==> config.mk <==
export PLATFORM = sky130hd
export DESIGN_NAME = scheme_token_scanner_flat
export DESIGN_NICKNAME = d
export VERILOG_FILES = /design/src/design/sts_pkg.sv /design/src/design/sts_if.sv /design/src/design/sts_core.sv /design/src/design/sts_queue.sv /design/src/design/scheme_token_scanner.sv /design/src/flat_wrapper.sv
export SDC_FILE = /design/constraint.sdc
export NUM_CORES = 1
export LEC_CHECK = 0
export BUFFER_PORTS_ARGS = -buffer_cell sky130_fd_sc_hd__buf_2
export CAP_MARGIN = 0
export CELL_PAD_IN_SITES_DETAIL_PLACEMENT = 1
export CELL_PAD_IN_SITES_GLOBAL_PLACEMENT = 2
export CORE_MARGIN = 2
export CORE_UTILIZATION = 42
export DETAILED_ROUTE_END_ITERATION = 8
export GPL_ROUTABILITY_DRIVEN = 0
export PLACE_DENSITY_LB_ADDON = 0.1
export SYNTH_ARGS = -nofsm -noshare
export SYNTH_HDL_FRONTEND = slang
export SYNTH_SLANG_ARGS = --single-unit
export TNS_END_PERCENT = 30
==> constraint.sdc <==
create_clock -name clk -period 4.63 [get_ports clk]
set_input_delay 0.926 -clock clk [delete_from_list [all_inputs] [get_ports clk]]
set_output_delay 0.926 -clock clk [all_outputs]
set_load 0.1 [all_outputs]
==> src/design/sts_pkg.sv <==
// Shared types and constants for the scheme token scanner.
// Used by the scanner core, the token queue and the top level.
package sts_pkg;

    typedef enum logic [1:0] {
        MODE_IDLE = 2'd0,
        MODE_NUM  = 2'd1,
        MODE_SYM  = 2'd2
    } scan_mode_t;

    typedef enum logic [2:0] {
        KIND_LPAREN  = 3'd0,
        KIND_RPAREN  = 3'd1,
        KIND_INTEGER = 3'd2,
        KIND_SYMBOL  = 3'd3,
        KIND_QUOTE   = 3'd4,
        KIND_EOF     = 3'd5,
        KIND_INVALID = 3'd6
    } token_kind_t;

    typedef struct packed {
        token_kind_t kind;
        logic [15:0] start_offset;
        logic [15:0] token_length;
        logic        last_of_run;
    } token_t;

    // up to two tokens produced by one accepted byte
    typedef struct packed {
        logic [1:0] count;
        token_t     first;
        token_t     second;
    } token_push_t;

    localparam int QUEUE_DEPTH = 4;
    localparam int QUEUE_PTR_BITS = 2;
    localparam int QUEUE_CNT_BITS = 3;

    localparam logic [7:0] CH_LPAREN = 8'h28;
    localparam logic [7:0] CH_RPAREN = 8'h29;
    localparam logic [7:0] CH_QUOTE  = 8'h27;

endpackage

==> src/design/sts_if.sv <==
// Request channel interfaces for the scheme token scanner.
// Depends on nothing; the top level uses them as ports and its testbench instantiates them.
interface sts_byte_if;
    logic       valid;
    logic       ready;
    logic [7:0] ch;
    logic       end_marker;

    modport source (output valid, output ch, output end_marker, input ready);
    modport sink   (input valid, input ch, input end_marker, output ready);
endinterface

interface sts_token_if;
    logic        valid;
    logic        ready;
    logic [2:0]  token_kind;
    logic [15:0] start_offset;
    logic [15:0] token_length;
    logic        last_of_run;

    modport source (output valid, output token_kind, output start_offset,
                    output token_length, output last_of_run, input ready);
    modport sink   (input valid, input token_kind, input start_offset,
                    input token_length, input last_of_run, output ready);
endinterface

==> src/design/sts_core.sv <==
// Scanner core: scan mode, token start and position registers plus byte
// classification. Depends on sts_pkg.
module sts_core #(
    parameter int POS_BITS = 16
) (
    input  logic                 clk,
    input  logic                 rst_n,
    input  logic                 accept,
    input  logic [7:0]           ch,
    input  logic                 end_marker,
    output sts_pkg::token_push_t push
);

    localparam int WIDE_BITS = POS_BITS + 16;

    sts_pkg::scan_mode_t mode_reg, mode_next;
    logic [POS_BITS-1:0] start_reg, start_next;
    logic [POS_BITS-1:0] pos_reg, pos_next;

    logic is_digit, is_space, is_initial, grows, pending;
    logic single_valid;
    sts_pkg::token_t flush_tok, single_tok;
    logic [POS_BITS-1:0] len_raw;

    function automatic logic [15:0] sat16(input logic [POS_BITS-1:0] v);
        logic [WIDE_BITS-1:0] w;
        w = {16'b0, v};
        if (w > WIDE_BITS'(17'h0FFFF))
            return 16'hFFFF;
        return w[15:0];
    endfunction

    always_comb
    begin
        is_digit   = ch inside {[8'h30:8'h39]};
        is_space   = ch inside {8'h20, [8'h09:8'h0D]};
        is_initial = ch inside {[8'h61:8'h7A], [8'h41:8'h5A], 8'h2B, 8'h2D, 8'h2A,
                                8'h2F, 8'h3C, 8'h3E, 8'h3D, 8'h3F, 8'h21};
        grows   = (mode_reg == sts_pkg::MODE_NUM && is_digit) ||
                  (mode_reg == sts_pkg::MODE_SYM && (is_initial || is_digit));
        pending = mode_reg != sts_pkg::MODE_IDLE;
        len_raw = pos_reg - start_reg;

        flush_tok.kind = (mode_reg == sts_pkg::MODE_NUM) ?
                         sts_pkg::KIND_INTEGER : sts_pkg::KIND_SYMBOL;
        flush_tok.start_offset = sat16(start_reg);
        flush_tok.token_length = sat16(len_raw);
        flush_tok.last_of_run  = 1'b0;

        single_tok.start_offset = sat16(pos_reg);
        single_tok.token_length = 16'd1;
        single_tok.last_of_run  = 1'b1;
        single_tok.kind         = sts_pkg::KIND_INVALID;
        single_valid = 1'b0;

        mode_next  = mode_reg;
        start_next = start_reg;
        pos_next   = (pos_reg != '1) ? pos_reg + POS_BITS'(1) : pos_reg;

        push.count  = 2'd0;
        push.first  = flush_tok;
        push.second = single_tok;

        if (end_marker)
        begin
            single_valid = 1'b1;
            single_tok.kind = sts_pkg::KIND_EOF;
            single_tok.token_length = 16'd0;
            mode_next  = sts_pkg::MODE_IDLE;
            start_next = '0;
            pos_next   = '0;
        end
        else if (!grows)
        begin
            mode_next = sts_pkg::MODE_IDLE;
            if (is_space)
            begin
                single_valid = 1'b0;
            end
            else if (ch == sts_pkg::CH_LPAREN)
            begin
                single_valid = 1'b1;
                single_tok.kind = sts_pkg::KIND_LPAREN;
            end
            else if (ch == sts_pkg::CH_RPAREN)
            begin
                single_valid = 1'b1;
                single_tok.kind = sts_pkg::KIND_RPAREN;
            end
            else if (ch == sts_pkg::CH_QUOTE)
            begin
                single_valid = 1'b1;
                single_tok.kind = sts_pkg::KIND_QUOTE;
            end
            else if (is_digit)
            begin
                mode_next  = sts_pkg::MODE_NUM;
                start_next = pos_reg;
            end
            else if (is_initial)
            begin
                mode_next  = sts_pkg::MODE_SYM;
                start_next = pos_reg;
            end
            else
            begin
                single_valid = 1'b1;
                single_tok.kind = sts_pkg::KIND_INVALID;
            end
        end

        if (end_marker || !grows)
        begin
            if (pending)
            begin
                flush_tok.last_of_run = !single_valid;
                push.first  = flush_tok;
                push.second = single_tok;
                push.count  = single_valid ? 2'd2 : 2'd1;
            end
            else
            begin
                push.first  = single_tok;
                push.second = single_tok;
                push.count  = single_valid ? 2'd1 : 2'd0;
            end
        end

        if (!accept)
            push.count = 2'd0;
    end

    always_ff @(posedge clk or negedge rst_n)
    begin
        if (!rst_n)
        begin
            mode_reg  <= sts_pkg::MODE_IDLE;
            start_reg <= '0;
            pos_reg   <= '0;
        end
        else if (accept)
        begin
            mode_reg  <= mode_next;
            start_reg <= start_next;
            pos_reg   <= pos_next;
        end
    end

endmodule

==> src/design/sts_queue.sv <==
// Token queue: four entries, up to two writes and one read per cycle.
// Depends on sts_pkg.
module sts_queue (
    input  logic                 clk,
    input  logic                 rst_n,
    input  sts_pkg::token_push_t push,
    output logic                 room,
    output logic                 out_valid,
    input  logic                 out_ready,
    output sts_pkg::token_t      out_tok
);

    sts_pkg::token_t entry_reg [sts_pkg::QUEUE_DEPTH];
    logic [sts_pkg::QUEUE_PTR_BITS-1:0] wptr_reg, wptr_next;
    logic [sts_pkg::QUEUE_PTR_BITS-1:0] rptr_reg, rptr_next;
    logic [sts_pkg::QUEUE_CNT_BITS-1:0] count_reg, count_next;
    logic pop;

    assign out_valid = count_reg != '0;
    assign out_tok   = entry_reg[rptr_reg];
    assign room      = count_reg <= sts_pkg::QUEUE_CNT_BITS'(sts_pkg::QUEUE_DEPTH - 2);
    assign pop       = out_valid && out_ready;

    always_comb
    begin
        wptr_next  = wptr_reg + sts_pkg::QUEUE_PTR_BITS'(push.count);
        rptr_next  = rptr_reg + sts_pkg::QUEUE_PTR_BITS'(pop);
        count_next = count_reg + sts_pkg::QUEUE_CNT_BITS'(push.count)
                     - sts_pkg::QUEUE_CNT_BITS'(pop);
    end

    always_ff @(posedge clk or negedge rst_n)
    begin
        if (!rst_n)
        begin
            wptr_reg  <= '0;
            rptr_reg  <= '0;
            count_reg <= '0;
        end
        else
        begin
            wptr_reg  <= wptr_next;
            rptr_reg  <= rptr_next;
            count_reg <= count_next;
        end
    end

    always_ff @(posedge clk)
    begin
        if (push.count != 2'd0)
            entry_reg[wptr_reg] <= push.first;
        if (push.count == 2'd2)
            entry_reg[wptr_reg + sts_pkg::QUEUE_PTR_BITS'(1)] <= push.second;
    end

endmodule

==> src/design/scheme_token_scanner.sv <==
// Scheme token scanner top level: byte channel in, token channel out.
// Depends on sts_pkg, sts_if, sts_core and sts_queue.
//
//  channel  dir  payload                                            request
//  src      in   ch[7:0], end_marker                                one byte or end
//  tok      out  token_kind[2:0], start_offset[15:0],
//                token_length[15:0], last_of_run                    one token
//
// One byte is taken per cycle while src.ready is high; its tokens (zero,
// one or two) land in a four-entry queue the same edge and are offered
// from the next cycle. src.ready is high while the queue has at least two
// free entries. Output stalls fill the queue and then hold src.ready low;
// reset clears the scan state and empties the queue.
module scheme_token_scanner #(
    parameter int POS_BITS = 16
) (
    input  logic            clk,
    input  logic            rst_n,
    sts_byte_if.sink        src,
    sts_token_if.source     tok
);

    sts_pkg::token_push_t push;
    sts_pkg::token_t      out_tok;
    logic                 room;
    logic                 accept;

    assign src.ready = room;
    assign accept    = src.valid && room;

    sts_core #(
        .POS_BITS (POS_BITS)
    ) u_core (
        .clk        (clk),
        .rst_n      (rst_n),
        .accept     (accept),
        .ch         (src.ch),
        .end_marker (src.end_marker),
        .push       (push)
    );

    sts_queue u_queue (
        .clk       (clk),
        .rst_n     (rst_n),
        .push      (push),
        .room      (room),
        .out_valid (tok.valid),
        .out_ready (tok.ready),
        .out_tok   (out_tok)
    );

    assign tok.token_kind   = out_tok.kind;
    assign tok.start_offset = out_tok.start_offset;
    assign tok.token_length = out_tok.token_length;
    assign tok.last_of_run  = out_tok.last_of_run;

endmodule

==> src/flat_wrapper.sv <==
// flat-port wrapper written by rule: the top's interface ports become plain ports
module scheme_token_scanner_flat 
#(
    parameter int POS_BITS = 16
)
  (clk, rst_n, src_valid, src_ch, src_end_marker, src_ready, tok_valid, tok_token_kind, tok_start_offset, tok_token_length, tok_last_of_run, tok_ready);
  sts_byte_if src_i ();
  sts_token_if tok_i ();
  input  logic clk;
  input  logic rst_n;
  input wire logic [$bits(src_i.valid)-1:0] src_valid;
  input wire logic [$bits(src_i.ch)-1:0] src_ch;
  input wire logic [$bits(src_i.end_marker)-1:0] src_end_marker;
  output wire logic [$bits(src_i.ready)-1:0] src_ready;
  output wire logic [$bits(tok_i.valid)-1:0] tok_valid;
  output wire logic [$bits(tok_i.token_kind)-1:0] tok_token_kind;
  output wire logic [$bits(tok_i.start_offset)-1:0] tok_start_offset;
  output wire logic [$bits(tok_i.token_length)-1:0] tok_token_length;
  output wire logic [$bits(tok_i.last_of_run)-1:0] tok_last_of_run;
  input wire logic [$bits(tok_i.ready)-1:0] tok_ready;
  assign src_i.valid = src_valid;
  assign src_i.ch = src_ch;
  assign src_i.end_marker = src_end_marker;
  assign src_ready = src_i.ready;
  assign tok_valid = tok_i.valid;
  assign tok_token_kind = tok_i.token_kind;
  assign tok_start_offset = tok_i.start_offset;
  assign tok_token_length = tok_i.token_length;
  assign tok_last_of_run = tok_i.last_of_run;
  assign tok_i.ready = tok_ready;
  scheme_token_scanner #(.POS_BITS(POS_BITS)) u_core (.clk(clk), .rst_n(rst_n), .src(src_i), .tok(tok_i));
endmodule
==> run summary <==
clock latency on the worst-skew pair: 0.44 ns
drt initial violations: 340
Routed WL: 26600 µm
clock share of power: 19.6%
max-cap violations: 0
cts hold-fix bufs: 0
clock tree sinks: 185
Worst R2R Start: u_core.u_core.pos_reg[0]
combinational power share: 49.2%
WL/cell: 24.2 µm
Post-Synthesis Cells: 768
reg2reg setup slack: 1.57 ns
number of synthesized flops with an enable pin: 80
Post-synth top flop: edfxtp_1
CP startpoint: src_ch[0]
Critical Path Source Type: primary input
# diodes: 0
Hold Path Depth: 1
Pwr Total: 7.90 mW
fill cell count: 2277
status: finished, final reports clean
syn avg cell area: 12.1 µm²
syn_nets: 805
Die ar.: 23300 µm²
Worst slew margin: 31.9%
Cell Int Power: 4.01 mW
post-layout min period: 3.87 ns
Synth Cell Area: 9290 µm²
Final Hold Fails: 0
R2R Path End: u_core.u_queue.entry_reg[1][13]
number of global-route vias before repair: 7149
CTS Buffer Depth: 2
share of flip-flops with an asynchronous set or reset: 22.2%
post-synth top area share: 25.9%
setup TNS: 0 ns
row count: 54
Final Max Slew Viols: 0
power per standard cell area: 753 nW/µm²
share of cells above drive strength 1: 20.3%
Arrival @ worst endpoint: 4.01 ns
worst path required time: 4.77 ns
Seq/Total Area, Yosys: 50.7%
Final HPWL DP: 18500 µm
crit path capture: u_core.u_queue.entry_reg[0][17]
TritonRoute pass-1 iters: 4
clock buffer count from CTS: 17
total gr overflow: 0
IO Count: 51
P_sw: 3.89 mW
core area: 21800 µm²
root buf cell: clkbuf_16
Leakage: 3.87 nW
IO buf count: 50
Die Y: 153 µm
DRC: 0
post-route ant nets: 0
initial antenna violation count: 0
max reg flops: 144
area delta synth->final: 13.0%
critical path class: primary input to flop
Worst Hold Launch: u_core.u_queue.entry_reg[1][4]
Horiz. Die Dim: 153 µm
Worst setup EP type: flop
final setup fails: 0
total number of vias: 6640
first-pass GRT wire length: 42000 µm
hold crit path type: flop to flop
register share of total power: 31.2%
Switching Fraction: 49.3%
Resized cells post-CTS: 0
Clock transition at path regs: 0.08 ns
CTS tree: built
Synth Warn #: 0
reg2reg path depth: 11
GRT Total Usage: 23.4%
synth unique cells: 69
final worst-path cycle share: 83.6%
via/cell ratio: 6.03
largest area contributor in the netlist: edfxtp_1
initial core utilization: 42.7%
pin slew with the least headroom to its limit: 1.02 ns
FF+latch count, synth: 185
Fin Hold WS: 0.466 ns
skew final: 0.0159 ns
# Post-CTS Setup Buffers: 0
Nets: 846
Crit Path Max Fanout: 17
largest cells by area after synthesis: edfxtp_1 26%, dfxtp_1 14%, dfrtp_1 11%, mux4_2 8.7%, a22o_1 6.7%
worst vdd ir: 0.000361 V
largest net degree at the start of global routing: 42
RSZ-0062 raised after global routing: no
Max Fclk: 258 MHz
htree depth: 4
## area by class of cell
cell class	instances	area, µm²	share of cell area, %
Tap cell	280	350	3.34
Inverter	36	135	1.29
Multi-Input combinational cell	492	4180	39.8
Timing Repair Buffer	77	490	4.67
Clock buffer	19	475	4.53
Sequential cell	185	4710	44.9
Clock inverter	13	154	1.47
## Yosys cell counts, types with 12 or more instances
cell type / instances
ha_1: 22
mux4_2: 36
nor2b_1: 12
edfxtp_1: 80
dfxtp_1: 64
nor3_1: 12
o2bb2ai_1: 47
buf_2: 13
nand2_1: 49
dfrtp_1: 41
o22ai_1: 14
mux2i_1: 14
a21oi_1: 27
a22o_1: 71
inv_1: 32
o21ai_0: 15
nor2_1: 32
clkbuf_1: 33
xnor2_1: 15
## routing by layer
metal	up-vias	track usage (%)	share of wire, %
li1	3029	-	-
met5	-	0	0
met3	35	3.84	4.3
met2	125	37.8	48
met1	3451	32.3	46
met4	0	7.45	2.4
## stage by stage
| stage | util, % | area [µm²] | setup slack [ns] | cells |
|---|---|---|---|---|
| final | 48.2 | 10500 | 0.760 | 1102 |
| after global routing | 48.2 | 10500 | 0.488 | 1102 |
| after CTS | 48.2 | 10500 | 0.741 | 1102 |
| after detailed placement | 45.3 | 9860 | 0.329 | 1070 |
| after global placement | 45.3 | 9860 | 0.400 | 1070 |
| after floorplan | - | 9290 | 0.297 | 768 |
## cell families after synthesis
kind of cell / after synthesis / share of synthesized area [%]
simple gates: 172 / 10.2
flops: 185 / 50.7
buf+inv: 91 / 4.34
mux: 53 / 10.6
xor+xnor: 24 / 2.26
fa+ha+maj: 24 / 3.40
compound gates: 219 / 18.4
## worst max-delay path, cell delays in order
cell	delay (ns)
buf_2	0.15
or4_1	0.54
o221ai_2	0.19
nand4_2	0.18
nor2_1	0.26
a21o_1	0.17
ha_1	0.25
nor2b_1	0.42
nand4bb_1	0.22
and2_1	0.22
inv_1	0.26
buf_12	0.21
## worst min-delay path by stage
stage               slack, ns                               to
global route             0.49   u_core.u_queue.entry_reg[1][9]
global placement         0.44  u_core.u_queue.entry_reg[1][12]
CTS                      0.47   u_core.u_queue.entry_reg[2][2]
detailed placement       0.45   u_core.u_queue.entry_reg[3][4]
finish                   0.47   u_core.u_queue.entry_reg[1][4]
floorplan                0.43  u_core.u_queue.entry_reg[2][10]
## cell usage in the layout, fill, tap and decap left out, types with 10 or more instances in the layout
cell type,n
a21oi_1,27
and2_1,10
xnor2_1,15
dfrtp_1,40
nor3_1,12
dfxtp_1,64
buf_4,24
buf_2,50
mux4_2,36
o21ai_0,15
ha_1,22
a22o_1,71
inv_1,32
nor2b_1,12
nor2_1,32
nand2_1,49
o22ai_1,14
clkbuf_16,19
edfxtp_1,80
mux2i_1,14
o2bb2ai_1,47
nand3_1,11
## power groups by stage
stage	combinational (mW)	clock (mW)	sequential, mW
5_1_grt	4.11	1.63	2.52
4_1_cts	3.92	1.57	2.47
2_1_floorplan	3.19	0	2.26
6_report	3.89	1.55	2.47
3_5_place_dp	3.90	0	2.50
3_3_place_gp	3.83	0	2.47
No activity file was read; power rests on OpenSTA's default activity.
